`src/rtl/lnk_pkg.sv`:
```
// ----------------------------------------------------------------------------
// lnk_pkg
// Shared types and constants of the link level handshake block.
// ----------------------------------------------------------------------------
package lnk_pkg;

   // field and state widths
   localparam int unsigned GEN_W  = 32;
   localparam int unsigned VER_W  = 32;
   localparam int unsigned RND_W  = 32;
   localparam int unsigned BO_W   = 22;
   localparam int unsigned RT_W   = 23;
   localparam int unsigned DIV_W  = 23;
   localparam int unsigned SB_W   = 20;
   localparam int unsigned DIR_W  = 3;
   localparam int unsigned CSR_IDX_W = 2;

   // backoff grows only while below this interval
   localparam logic [BO_W-1:0] BACKOFF_LIMIT = 22'd1000000;
   localparam logic [SB_W-1:0] START_BACKOFF_RESET = 20'd100;
   localparam logic [DIR_W-1:0] LINK_DIRECTION_RESET = 3'd0;
   localparam logic [7:0] HEADER_BASE = 8'hA0;

   // configuration register indexes
   localparam logic [CSR_IDX_W-1:0] CSR_START_BACKOFF  = 2'd0;
   localparam logic [CSR_IDX_W-1:0] CSR_LINK_DIRECTION = 2'd1;

   // received packet kinds
   localparam logic [1:0] FUNC_NONE  = 2'd0;
   localparam logic [1:0] FUNC_LEVEL = 2'd1;

   typedef struct packed {
      logic [1:0]       func;
      logic [GEN_W-1:0] tile_generation;
      logic [7:0]       tile_level;
      logic [VER_W-1:0] our_version_id;
      logic [7:0]       their_level;
      logic [7:0]       their_stage;
      logic [VER_W-1:0] their_version_id;
      logic             tx_ready;
      logic [RND_W-1:0] rand_a;
      logic [RND_W-1:0] rand_b;
   } req_word_type;

   typedef struct packed {
      logic       tx_valid;
      logic [7:0] tx_header;
      logic [1:0] tx_level;
      logic [1:0] tx_stage;
      logic       tx_has_version;
      logic       tx_delivered;
      logic [1:0] cur_level;
      logic [1:0] cur_stage;
      logic       incompatible;
      logic       last;
   } rsp_word_type;

   // one or two result words handed to the output buffer at once
   typedef struct packed {
      logic         push;
      logic         two;
      rsp_word_type w0;
      rsp_word_type w1;
   } push_type;

endpackage

```
`src/rtl/lnk_mod_unit.sv`:
```
// ----------------------------------------------------------------------------
// lnk_mod_unit
// Shared restoring remainder unit, one dividend bit per cycle.
// ----------------------------------------------------------------------------
module lnk_mod_unit (
   input  logic                      clock,
   input  logic                      reset,
   input  logic                      start,
   input  logic [lnk_pkg::RND_W-1:0] dividend,
   input  logic [lnk_pkg::DIV_W-1:0] divisor,
   output logic                      done,
   output logic [lnk_pkg::DIV_W-1:0] remainder
);
   import lnk_pkg::*;

   localparam int unsigned CNT_W = $clog2(RND_W);
   localparam logic [CNT_W-1:0] CNT_LAST = CNT_W'(RND_W - 1);

   logic             busy_ff, busy_in;
   logic             done_ff, done_in;
   logic [CNT_W-1:0] cnt_ff, cnt_in;
   logic [RND_W-1:0] dvd_ff, dvd_in;
   logic [DIV_W-1:0] dvs_ff, dvs_in;
   logic [DIV_W-1:0] rem_ff, rem_in;
   logic [DIV_W:0]   trial;
   logic             fits;

   // shift in the next dividend bit and subtract if it fits
   assign trial = {rem_ff, dvd_ff[RND_W-1]};
   assign fits  = trial >= {1'b0, dvs_ff};

   always_comb begin
      busy_in = busy_ff;
      done_in = 1'b0;
      cnt_in  = cnt_ff;
      dvd_in  = dvd_ff;
      dvs_in  = dvs_ff;
      rem_in  = rem_ff;
      if (start) begin
         busy_in = 1'b1;
         cnt_in  = '0;
         dvd_in  = dividend;
         dvs_in  = divisor;
         rem_in  = '0;
      end else if (busy_ff) begin
         rem_in = fits ? DIV_W'(trial - {1'b0, dvs_ff}) : trial[DIV_W-1:0];
         dvd_in = {dvd_ff[RND_W-2:0], 1'b0};
         cnt_in = cnt_ff + CNT_W'(1);
         if (cnt_ff == CNT_LAST) begin
            busy_in = 1'b0;
            done_in = 1'b1;
         end
      end
   end

   always_ff @(posedge clock) begin
      if (reset) begin
         busy_ff <= 1'b0;
         done_ff <= 1'b0;
         cnt_ff  <= '0;
      end else begin
         busy_ff <= busy_in;
         done_ff <= done_in;
         cnt_ff  <= cnt_in;
      end
      dvd_ff <= dvd_in;
      dvs_ff <= dvs_in;
      rem_ff <= rem_in;
   end

   assign done      = done_ff;
   assign remainder = rem_ff;

endmodule

```
`src/rtl/lnk_rsp_buf.sv`:
```
// ----------------------------------------------------------------------------
// lnk_rsp_buf
// Two-word result buffer between the sequencer and the result channel.
// ----------------------------------------------------------------------------
module lnk_rsp_buf (
   input  logic                  clock,
   input  logic                  reset,
   input  lnk_pkg::push_type     push,
   output logic                  empty,
   output logic                  rsp_valid,
   input  logic                  rsp_ready,
   output lnk_pkg::rsp_word_type rsp_word
);
   import lnk_pkg::*;

   rsp_word_type word0_ff, word0_in;
   rsp_word_type word1_ff, word1_in;
   logic [1:0]   count_ff, count_in;

   // load happens only while empty, so it never meets a pop
   always_comb begin
      word0_in = word0_ff;
      word1_in = word1_ff;
      count_in = count_ff;
      if (push.push) begin
         word0_in = push.w0;
         word1_in = push.w1;
         count_in = push.two ? 2'd2 : 2'd1;
      end else if (count_ff != 2'd0 && rsp_ready) begin
         word0_in = word1_ff;
         count_in = count_ff - 2'd1;
      end
   end

   always_ff @(posedge clock) begin
      if (reset) begin
         count_ff <= 2'd0;
      end else begin
         count_ff <= count_in;
      end
      word0_ff <= word0_in;
      word1_ff <= word1_in;
   end

   assign empty     = count_ff == 2'd0;
   assign rsp_valid = count_ff != 2'd0;
   assign rsp_word  = word0_ff;

endmodule

```
`src/rtl/lnk_core.sv`:
```
// ----------------------------------------------------------------------------
// lnk_core
// Handshake state and sequencer: decides a word, then runs the shared
// remainder unit for backoff growth and resend reload.
// ----------------------------------------------------------------------------
module lnk_core (
   input  logic                      clock,
   input  logic                      reset,
   input  logic                      req_valid,
   output logic                      req_ready,
   input  lnk_pkg::req_word_type     req_word,
   input  logic [lnk_pkg::SB_W-1:0]  start_backoff,
   input  logic [lnk_pkg::DIR_W-1:0] link_direction,
   input  logic                      buf_empty,
   output lnk_pkg::push_type         push,
   output logic                      mod_start,
   output logic [lnk_pkg::RND_W-1:0] mod_dividend,
   output logic [lnk_pkg::DIV_W-1:0] mod_divisor,
   input  logic                      mod_done,
   input  logic [lnk_pkg::DIV_W-1:0] mod_remainder
);
   import lnk_pkg::*;

   typedef enum logic [2:0] {
      ST_IDLE,
      ST_EXEC,
      ST_BUMP,
      ST_LOAD,
      ST_PUSH
   } state_type;

   state_type        state_ff, state_in;
   req_word_type     item_ff, item_in;
   logic [1:0]       level_ff, level_in;
   logic [1:0]       stage_ff, stage_in;
   logic             incompat_ff, incompat_in;
   logic [BO_W-1:0]  backoff_ff, backoff_in;
   logic [RT_W-1:0]  resend_ff, resend_in;
   logic [GEN_W-1:0] seen_ff, seen_in;
   logic [1:0]       nres_ff, nres_in;
   logic [1:0]       p0l_ff, p0l_in, p0s_ff, p0s_in;
   logic [1:0]       p1l_ff, p1l_in, p1s_ff, p1s_in;
   logic             reload_ff, reload_in;
   logic             mod_start_ff, mod_start_in;
   push_type         push_ff, push_in;

   // decision of one word
   logic             gen_diff, tick_send, tick_level, digits_ok, wait_below;
   logic [1:0]       d_level, d_stage;
   logic             d_incompat, d_cfg, d_bump, d_reload, d_dec;
   logic [GEN_W-1:0] d_seen;
   logic [1:0]       d_nres, d_p0l, d_p0s, d_p1l, d_p1s;
   logic [7:0]       header;

   function automatic rsp_word_type make_word(
      input logic       valid,
      input logic [7:0] hdr,
      input logic [1:0] pl,
      input logic [1:0] ps,
      input logic       dlv,
      input logic [1:0] cl,
      input logic [1:0] cs,
      input logic       ki,
      input logic       lst
   );
      rsp_word_type w;
      w.tx_valid       = valid;
      w.tx_header      = valid ? hdr : 8'd0;
      w.tx_level       = valid ? pl : 2'd0;
      w.tx_stage       = valid ? ps : 2'd0;
      w.tx_has_version = valid && pl == 2'd0 && ps == 2'd2;
      w.tx_delivered   = valid && dlv;
      w.cur_level      = cl;
      w.cur_stage      = cs;
      w.incompatible   = ki;
      w.last           = lst;
      return w;
   endfunction

   assign gen_diff   = item_ff.tile_generation != seen_ff;
   assign tick_send  = !gen_diff && resend_ff == '0;
   assign tick_level = !gen_diff && resend_ff != '0;
   assign digits_ok  = item_ff.their_level <= 8'd3 && item_ff.their_stage <= 8'd2;
   // partner leaving the level below while we enter it: wait
   assign wait_below = level_ff != 2'd0 && item_ff.their_level == {6'd0, level_ff - 2'd1}
                       && item_ff.their_stage == 8'd2 && stage_ff == 2'd0;
   assign header     = HEADER_BASE | {5'd0, link_direction};

   // handshake decision on the latched word
   always_comb begin
      d_level    = level_ff;
      d_stage    = stage_ff;
      d_incompat = incompat_ff;
      d_seen     = seen_ff;
      d_cfg      = 1'b0;
      d_bump     = 1'b0;
      d_reload   = 1'b0;
      d_dec      = tick_level;
      d_nres     = 2'd0;
      d_p0l      = 2'd0;
      d_p0s      = 2'd0;
      d_p1l      = 2'd0;
      d_p1s      = 2'd0;
      if (gen_diff || (tick_level && item_ff.func == FUNC_NONE)) begin
         // tile change, new generation forces level zero
         if (gen_diff) begin
            d_seen = item_ff.tile_generation;
            if (level_ff != 2'd0 || stage_ff != 2'd0) begin
               d_cfg      = 1'b1;
               d_level    = 2'd0;
               d_stage    = 2'd0;
               d_incompat = 1'b0;
            end
         end
         if (d_level == 2'd0 && d_stage == 2'd1 && item_ff.tile_level != 8'd0) begin
            d_stage = 2'd2;
            d_nres  = 2'd1;
            d_p0l   = 2'd0;
            d_p0s   = 2'd2;
         end else if (d_level != 2'd0 && item_ff.tile_level == 8'd0) begin
            // step down to level zero, announcing each level
            if (d_level == 2'd2) begin
               d_nres = 2'd2;
               d_p0l  = 2'd1;
            end else begin
               d_nres = 2'd1;
               d_p0l  = 2'd0;
            end
            d_cfg      = 1'b1;
            d_level    = 2'd0;
            d_stage    = 2'd0;
            d_incompat = 1'b0;
         end
      end else if (tick_send) begin
         // resend timeout expired: announce and reload
         d_nres   = 2'd1;
         d_p0l    = level_ff;
         d_p0s    = stage_ff;
         d_bump   = !item_ff.tx_ready;
         d_reload = 1'b1;
      end else if (item_ff.func == FUNC_LEVEL && digits_ok) begin
         if (item_ff.their_level == {6'd0, level_ff}) begin
            if (stage_ff == 2'd0) begin
               d_stage = 2'd1;
               d_nres  = 2'd1;
               d_p0l   = level_ff;
               d_p0s   = 2'd1;
            end else if (stage_ff == 2'd2 && item_ff.their_stage == 8'd2 &&
                         level_ff == 2'd0 && item_ff.tile_level != 8'd0) begin
               // version check at level zero stage two
               if (item_ff.our_version_id == item_ff.their_version_id) begin
                  d_nres     = 2'd1;
                  d_p0l      = 2'd0;
                  d_p0s      = 2'd2;
                  d_cfg      = 1'b1;
                  d_level    = 2'd1;
                  d_stage    = 2'd0;
                  d_incompat = 1'b0;
               end else if (incompat_ff) begin
                  d_bump = 1'b1;
               end else begin
                  d_incompat = 1'b1;
               end
            end
         end else if (!wait_below && item_ff.their_level < {6'd0, level_ff}) begin
            // partner below us: drop to its level
            d_cfg      = 1'b1;
            d_level    = item_ff.their_level[1:0];
            d_stage    = 2'd0;
            d_incompat = 1'b0;
            d_nres     = 2'd1;
            d_p0l      = item_ff.their_level[1:0];
            d_p0s      = 2'd0;
         end else if (!wait_below) begin
            d_nres = 2'd1;
            d_p0l  = level_ff;
            d_p0s  = stage_ff;
         end
      end
   end

   // shared unit operands
   assign mod_dividend = (state_ff == ST_LOAD) ? item_ff.rand_b : item_ff.rand_a;
   assign mod_divisor  = (state_ff == ST_LOAD) ? ({1'b0, backoff_ff} + DIV_W'(1))
                                               : {backoff_ff, 1'b1};

   // sequencer
   always_comb begin
      state_in     = state_ff;
      item_in      = item_ff;
      level_in     = level_ff;
      stage_in     = stage_ff;
      incompat_in  = incompat_ff;
      backoff_in   = backoff_ff;
      resend_in    = resend_ff;
      seen_in      = seen_ff;
      nres_in      = nres_ff;
      p0l_in       = p0l_ff;
      p0s_in       = p0s_ff;
      p1l_in       = p1l_ff;
      p1s_in       = p1s_ff;
      reload_in    = reload_ff;
      mod_start_in = 1'b0;
      push_in      = '0;
      unique case (state_ff)
         ST_IDLE: begin
            if (req_valid) begin
               item_in  = req_word;
               state_in = ST_EXEC;
            end
         end
         ST_EXEC: begin
            level_in    = d_level;
            stage_in    = d_stage;
            incompat_in = d_incompat;
            seen_in     = d_seen;
            nres_in     = d_nres;
            p0l_in      = d_p0l;
            p0s_in      = d_p0s;
            p1l_in      = d_p1l;
            p1s_in      = d_p1s;
            reload_in   = d_reload;
            if (d_cfg) begin
               backoff_in = {2'd0, start_backoff};
               resend_in  = '0;
            end else if (d_dec) begin
               resend_in = resend_ff - RT_W'(1);
            end
            if (d_bump && backoff_ff < BACKOFF_LIMIT) begin
               mod_start_in = 1'b1;
               state_in     = ST_BUMP;
            end else if (d_reload) begin
               mod_start_in = 1'b1;
               state_in     = ST_LOAD;
            end else begin
               state_in = ST_PUSH;
            end
         end
         ST_BUMP: begin
            // backoff grows to a draw in [b, 3b]
            if (mod_done) begin
               backoff_in = backoff_ff + BO_W'(mod_remainder);
               if (reload_ff) begin
                  mod_start_in = 1'b1;
                  state_in     = ST_LOAD;
               end else begin
                  state_in = ST_PUSH;
               end
            end
         end
         ST_LOAD: begin
            // resend timeout reloads to a draw in [b, 2b]
            if (mod_done) begin
               resend_in = {1'b0, backoff_ff} + mod_remainder;
               state_in  = ST_PUSH;
            end
         end
         ST_PUSH: begin
            if (buf_empty) begin
               push_in.push = 1'b1;
               push_in.two  = nres_ff == 2'd2;
               unique case (nres_ff)
                  2'd2: begin
                     push_in.w0 = make_word(1'b1, header, p0l_ff, p0s_ff, item_ff.tx_ready,
                                            p0l_ff, p0s_ff, 1'b0, 1'b0);
                     push_in.w1 = make_word(1'b1, header, p1l_ff, p1s_ff, item_ff.tx_ready,
                                            level_ff, stage_ff, incompat_ff, 1'b1);
                  end
                  2'd1: begin
                     push_in.w0 = make_word(1'b1, header, p0l_ff, p0s_ff, item_ff.tx_ready,
                                            level_ff, stage_ff, incompat_ff, 1'b1);
                  end
                  default: begin
                     push_in.w0 = make_word(1'b0, header, 2'd0, 2'd0, 1'b0,
                                            level_ff, stage_ff, incompat_ff, 1'b1);
                  end
               endcase
               state_in = ST_IDLE;
            end
         end
         default: state_in = ST_IDLE;
      endcase
   end

   always_ff @(posedge clock) begin
      if (reset) begin
         state_ff     <= ST_IDLE;
         level_ff     <= 2'd0;
         stage_ff     <= 2'd0;
         incompat_ff  <= 1'b0;
         backoff_ff   <= {2'd0, START_BACKOFF_RESET};
         resend_ff    <= '0;
         seen_ff      <= '1;
         reload_ff    <= 1'b0;
         mod_start_ff <= 1'b0;
         push_ff      <= '0;
      end else begin
         state_ff     <= state_in;
         level_ff     <= level_in;
         stage_ff     <= stage_in;
         incompat_ff  <= incompat_in;
         backoff_ff   <= backoff_in;
         resend_ff    <= resend_in;
         seen_ff      <= seen_in;
         reload_ff    <= reload_in;
         mod_start_ff <= mod_start_in;
         push_ff      <= push_in;
      end
      item_ff <= item_in;
      nres_ff <= nres_in;
      p0l_ff  <= p0l_in;
      p0s_ff  <= p0s_in;
      p1l_ff  <= p1l_in;
      p1s_ff  <= p1s_in;
   end

   assign req_ready = state_ff == ST_IDLE;
   assign mod_start = mod_start_ff;
   assign push      = push_ff;

endmodule

```
`src/rtl/link_level_handshake.sv`:
```
// ----------------------------------------------------------------------------
// link_level_handshake
// Per-neighbor link bring-up handshake with randomized resend backoff.
//
//   channel  direction  handshake             payload
//   req      in         req_valid/req_ready   one tick word
//   rsp      out        rsp_valid/rsp_ready   one or two result words per tick
//   csr      in         csr_valid/csr_ready   register index and write data
//
// A tick word is latched, decided, sent through the shared remainder unit
// (one dividend bit a cycle) as needed, and its results are pushed once
// the result buffer is empty: a resend tick takes one or two passes, an
// incompatible repeat at most one. req_ready is high only while the
// sequencer is idle; results wait in a two-word buffer, so the next word is
// taken while they drain. Reset is synchronous; csr writes are always taken.
// ----------------------------------------------------------------------------
module link_level_handshake (
   input  logic                          clock,
   input  logic                          reset,
   // tick words
   input  logic                          req_valid,
   output logic                          req_ready,
   input  logic [1:0]                    req_func,
   input  logic [lnk_pkg::GEN_W-1:0]     req_tile_generation,
   input  logic [7:0]                    req_tile_level,
   input  logic [lnk_pkg::VER_W-1:0]     req_our_version_id,
   input  logic [7:0]                    req_their_level,
   input  logic [7:0]                    req_their_stage,
   input  logic [lnk_pkg::VER_W-1:0]     req_their_version_id,
   input  logic                          req_tx_ready,
   input  logic [lnk_pkg::RND_W-1:0]     req_rand_a,
   input  logic [lnk_pkg::RND_W-1:0]     req_rand_b,
   // result words
   output logic                          rsp_valid,
   input  logic                          rsp_ready,
   output logic                          rsp_tx_valid,
   output logic [7:0]                    rsp_tx_header,
   output logic [1:0]                    rsp_tx_level,
   output logic [1:0]                    rsp_tx_stage,
   output logic                          rsp_tx_has_version,
   output logic                          rsp_tx_delivered,
   output logic [1:0]                    rsp_cur_level,
   output logic [1:0]                    rsp_cur_stage,
   output logic                          rsp_incompatible,
   output logic                          rsp_last,
   // configuration writes
   input  logic                          csr_valid,
   output logic                          csr_ready,
   input  logic [lnk_pkg::CSR_IDX_W-1:0] csr_index,
   input  logic [lnk_pkg::SB_W-1:0]      csr_data
);
   import lnk_pkg::*;

   logic [SB_W-1:0]  start_backoff_ff, start_backoff_in;
   logic [DIR_W-1:0] link_direction_ff, link_direction_in;
   req_word_type     req_word;
   rsp_word_type     rsp_word;
   push_type         push;
   logic             buf_empty;
   logic             mod_start, mod_done;
   logic [RND_W-1:0] mod_dividend;
   logic [DIV_W-1:0] mod_divisor, mod_remainder;

   // configuration registers, unknown indexes dropped
   assign csr_ready = 1'b1;

   always_comb begin
      start_backoff_in  = start_backoff_ff;
      link_direction_in = link_direction_ff;
      if (csr_valid) begin
         unique case (csr_index)
            CSR_START_BACKOFF:  start_backoff_in  = csr_data;
            CSR_LINK_DIRECTION: link_direction_in = csr_data[DIR_W-1:0];
            default: ;
         endcase
      end
   end

   always_ff @(posedge clock) begin
      if (reset) begin
         start_backoff_ff  <= START_BACKOFF_RESET;
         link_direction_ff <= LINK_DIRECTION_RESET;
      end else begin
         start_backoff_ff  <= start_backoff_in;
         link_direction_ff <= link_direction_in;
      end
   end

   // tick word packing
   always_comb begin
      req_word.func             = req_func;
      req_word.tile_generation  = req_tile_generation;
      req_word.tile_level       = req_tile_level;
      req_word.our_version_id   = req_our_version_id;
      req_word.their_level      = req_their_level;
      req_word.their_stage      = req_their_stage;
      req_word.their_version_id = req_their_version_id;
      req_word.tx_ready         = req_tx_ready;
      req_word.rand_a           = req_rand_a;
      req_word.rand_b           = req_rand_b;
   end

   lnk_mod_unit u_mod (
      .clock     (clock),
      .reset     (reset),
      .start     (mod_start),
      .dividend  (mod_dividend),
      .divisor   (mod_divisor),
      .done      (mod_done),
      .remainder (mod_remainder)
   );

   lnk_core u_core (
      .clock          (clock),
      .reset          (reset),
      .req_valid      (req_valid),
      .req_ready      (req_ready),
      .req_word       (req_word),
      .start_backoff  (start_backoff_ff),
      .link_direction (link_direction_ff),
      .buf_empty      (buf_empty),
      .push           (push),
      .mod_start      (mod_start),
      .mod_dividend   (mod_dividend),
      .mod_divisor    (mod_divisor),
      .mod_done       (mod_done),
      .mod_remainder  (mod_remainder)
   );

   lnk_rsp_buf u_buf (
      .clock     (clock),
      .reset     (reset),
      .push      (push),
      .empty     (buf_empty),
      .rsp_valid (rsp_valid),
      .rsp_ready (rsp_ready),
      .rsp_word  (rsp_word)
   );

   // result word unpacking
   assign rsp_tx_valid       = rsp_word.tx_valid;
   assign rsp_tx_header      = rsp_word.tx_header;
   assign rsp_tx_level       = rsp_word.tx_level;
   assign rsp_tx_stage       = rsp_word.tx_stage;
   assign rsp_tx_has_version = rsp_word.tx_has_version;
   assign rsp_tx_delivered   = rsp_word.tx_delivered;
   assign rsp_cur_level      = rsp_word.cur_level;
   assign rsp_cur_stage      = rsp_word.cur_stage;
   assign rsp_incompatible   = rsp_word.incompatible;
   assign rsp_last           = rsp_word.last;

endmodule

```
`config.mk`:
```
export PLATFORM = sky130hd
export DESIGN_NAME = link_level_handshake
export DESIGN_NICKNAME = d
export VERILOG_FILES = /design/src/rtl/lnk_pkg.sv /design/src/rtl/lnk_mod_unit.sv /design/src/rtl/lnk_rsp_buf.sv /design/src/rtl/lnk_core.sv /design/src/rtl/link_level_handshake.sv
export SDC_FILE = /design/constraint.sdc
export NUM_CORES = 1
export LEC_CHECK = 0
export BUFFER_PORTS_ARGS = -buffer_cell sky130_fd_sc_hd__clkbuf_2
export CAP_MARGIN = 20
export CORE_MARGIN = 3
export CORE_UTILIZATION = 30
export DETAILED_ROUTE_END_ITERATION = 10
export PLACE_DENSITY = 0.5
export SLEW_MARGIN = 20
export SYNTH_ARGS = -nofsm -noshare
export SYNTH_HDL_FRONTEND = slang
export SYNTH_SLANG_ARGS = --single-unit
```
`constraint.sdc`:
```
create_clock -name clock -period 8.9 [get_ports clock]
set_clock_uncertainty 0.1 [all_clocks]
set_input_delay 1.78 -clock clock [delete_from_list [all_inputs] [get_ports clock]]
set_output_delay 1.78 -clock clock [all_outputs]
set_load 0.1 [all_outputs]
```
==> impl_results.md <==
- Global-route layer with the greatest usage: met2
- Worst-path fanout max: 10
- Status: finished, final reports clean
- Slew @ Worst Pin: 1056 ps
- CP Data Required Time: 7020 ps
- I/O Buffers: 233
- Pwr/cell area: 226.0 mW/mm2
- Max-cap violation count: 0
- Critical path launch point: u_core.state_ff[0]
- Final GP Congestion: 0.8528
- Number of remaining DRC errors: 0
- Placement row count: 94
- GRT Residual Overflow: 0
- Layout cells sized above 1: 18.21%
- Max Slew Vio Count: 0
- Initial drt markers: 1,013
- WP data arrival: 2100 ps
- Initial Util: 30.59%
- Most frequent cells in the layout: 274 x edfxtp_1, 265 x nand2_1, 233 x clkbuf_2
- Core area: approximately 0.066 mm2
- Highest clock rate: 0.2514 GHz
- EDFF count, synth: 274
- Final ANT Viol Nets: 0
- Library cells used by synthesis: 95
- Die area: slightly above 0.07 mm2
- Critical Path End Type: output pin
- Sequential area share after synthesis: 57.22%
- Most common cell after layout, fill and taps aside: edfxtp_1
- Async SR Flop Fraction: 0%
- Vias/cell: 4.921
- Met3 Use GR: 2.281%
- Hold buffer count at cts: 0
- Die X: around 270 um
- CTS buffer count: 50
- Unrepaired setup endpoints after global routing: no
- Finished Core Util: a little over a third
- Placed Area: 0.02226 mm2
- Final setup viols: 0
- Met2 Usage GRT: a little under a quarter
- Gr usage total: 14.24%
- Reg2Reg Depth: 9
- Max IR drop VDD: 0.1874 mV
- Finished layout cell area: 0.02396 mm2
- # nets final: 2,387
- WHS Path Cells: 0
- DRT Pass-1 Iters: 5
- Avg WL per Cell: 17.05 um
- P&R area growth vs syn: 18.07%
- Post-Syn Area per Cell: 10.66 um2
- Latest clock arrival within the worst-skew pair: 590 ps
- I/O pin count: 238
- CTS sink count: 443
- Vias in the first global route: 14,610
- Top FF cell, synth: edfxtp_1
- Hold path start: u_core.push[6]
- Clock Tree Root: clkbuf_16
- Seq cells post-synth: 443
- Initial antenna violation count: 2
- Vias: 14,860
- Largest net degree at the start of global routing: 86
- CTS HTree Levels: 2
- Post-CTS setup buffers: 0
- CTS tree: yes
- Die height: 266.1 um
- Hold Crit Class: reg -> reg
- Clock transition at path regs: 60 ps
- Final HPWL DP: about 36,000 um
- Tcrit/Tclk final: 44.69%
- CTS max path bufs: 3
- Total routed wirelength: ~51,000 um
- Routing usage on met1: 19.12%
- R2r startpoint: u_core.item_ff[86]
- Fill cells: around 6,700
- First-pass GRT wire length: 80,640 um
- Setup CP Type: reg -> out
- Setup tns final: 0 ps
- Startpoint class of the critical path: register
- WHS: 299.7 ps
- Leak Pwr: 9.150 nW
- Post-cts gate resize count: 0
- Syn Inst Count: between 1,500 and 2,000
- Mapped cell area: 0.02029 mm2
- Worst slew margin: 29.42%
- Total power: 0.005415 W
- Yosys warns: 0
- Final hold vios: 0
- Min Tclk post-route: 3977 ps
## sequential cells by signal (all words and copies together), names as in the netlist, 22 cells and up
signal / count
u_core.seen_ff: 32
u_mod.remainder: 23
u_core.push: 27
u_mod.dvs_ff: 23
u_core.resend_ff: 23
u_core.item_ff: 187
u_core.backoff_ff: 22
u_mod.dvd_ff: 32
## worst paths after layout
| check | endpoint | slack (ps) |
|---|---|---|
| worst max-delay path | req_ready | 4920 |
| worst max register to register | u_core.backoff_ff[5] | 5080 |
| worst min register to register | u_buf.word1_ff[6] | 300 |
| worst min-delay path | u_buf.word1_ff[6] | 300 |
## synthesized netlist by cell type, types with 13 or more instances
cell type / number / area share (%)
edfxtp_1: 274 / 41
nand2_1: 267 / 4.9
nor2_1: 178 / 3.3
dfxtp_1: 169 / 17
a21oi_1: 111 / 2.7
inv_1: 70 / 1.3
nand3_1: 67 / 1.7
clkbuf_1: 61 / 1.1
o21ai_0: 59 / 1.5
ha_1: 57 / 3.5
xor2_1: 56 / 2.4
xnor2_1: 54 / 2.3
a31oi_1: 42 / 1.3
a211oi_1: 34 / 1.3
nor3_1: 34 / 0.84
and2_1: 25 / 0.77
and3_1: 24 / 0.74
nand4_1: 24 / 0.74
nor4_1: 21 / 0.65
mux2i_1: 17 / 0.84
nand2b_1: 14 / 0.43
o211ai_1: 13 / 0.48
## kinds of logic after synthesis
group	count (synthesis)	synth area share, %
and+or+nand+nor	708	16.28
DFF	443	57.22
AOI/OAI and AO/OA	396	13.37
buffers and inverters	160	3.293
xor gates and xnor gates	110	4.748
adders and majority gates	59	3.712
muxes	26	1.338
other	2	0.03701
## stage by stage
stage	setup WS [ps]	instances
after global placement	4806	2926
after detailed placement	4716	2926
final	4923	3019
after floorplan	1186	1906
after global routing	4810	3019
after CTS	4901	3017
## per-layer routing
metal / wire length [um] / share of wire [%] / vias up
li1: - / - / 7347
met3: 2129 / 4.1 / 84
met1: 23290 / 45 / 7086
met4: 1722 / 3.3 / 0
met2: 24350 / 47 / 340
met5: 0 / 0 / -
## worst max-delay path, cell delays in order (launching register included)
cell      delay [ps]
dfxtp_1          450
nor3_1           510
clkbuf_2         560
## power breakdown
group / internal (W) / switching [W] / leakage (nW)
sequential: 0.00234 / 0.000101 / 3.96
clock: 0.00125 / 0.000846 / 0.817
combinational: 0.000306 / 0.000567 / 4.37
## layout make-up
type                    count  area (um2)  share of cell area (%)
flip-flops and latches    443       11620                   48.49
multi-input cells        1303        8056                   33.63
clock buffers              68        1440                   6.011
repair buffers            244        1249                   5.212
well taps                 864        1081                   4.512
inverters                  72       270.3                   1.128
clock inverters            23       240.2                   1.003
diodes                      2       5.005                 0.02089
Power figures use the tool's default switching activity.
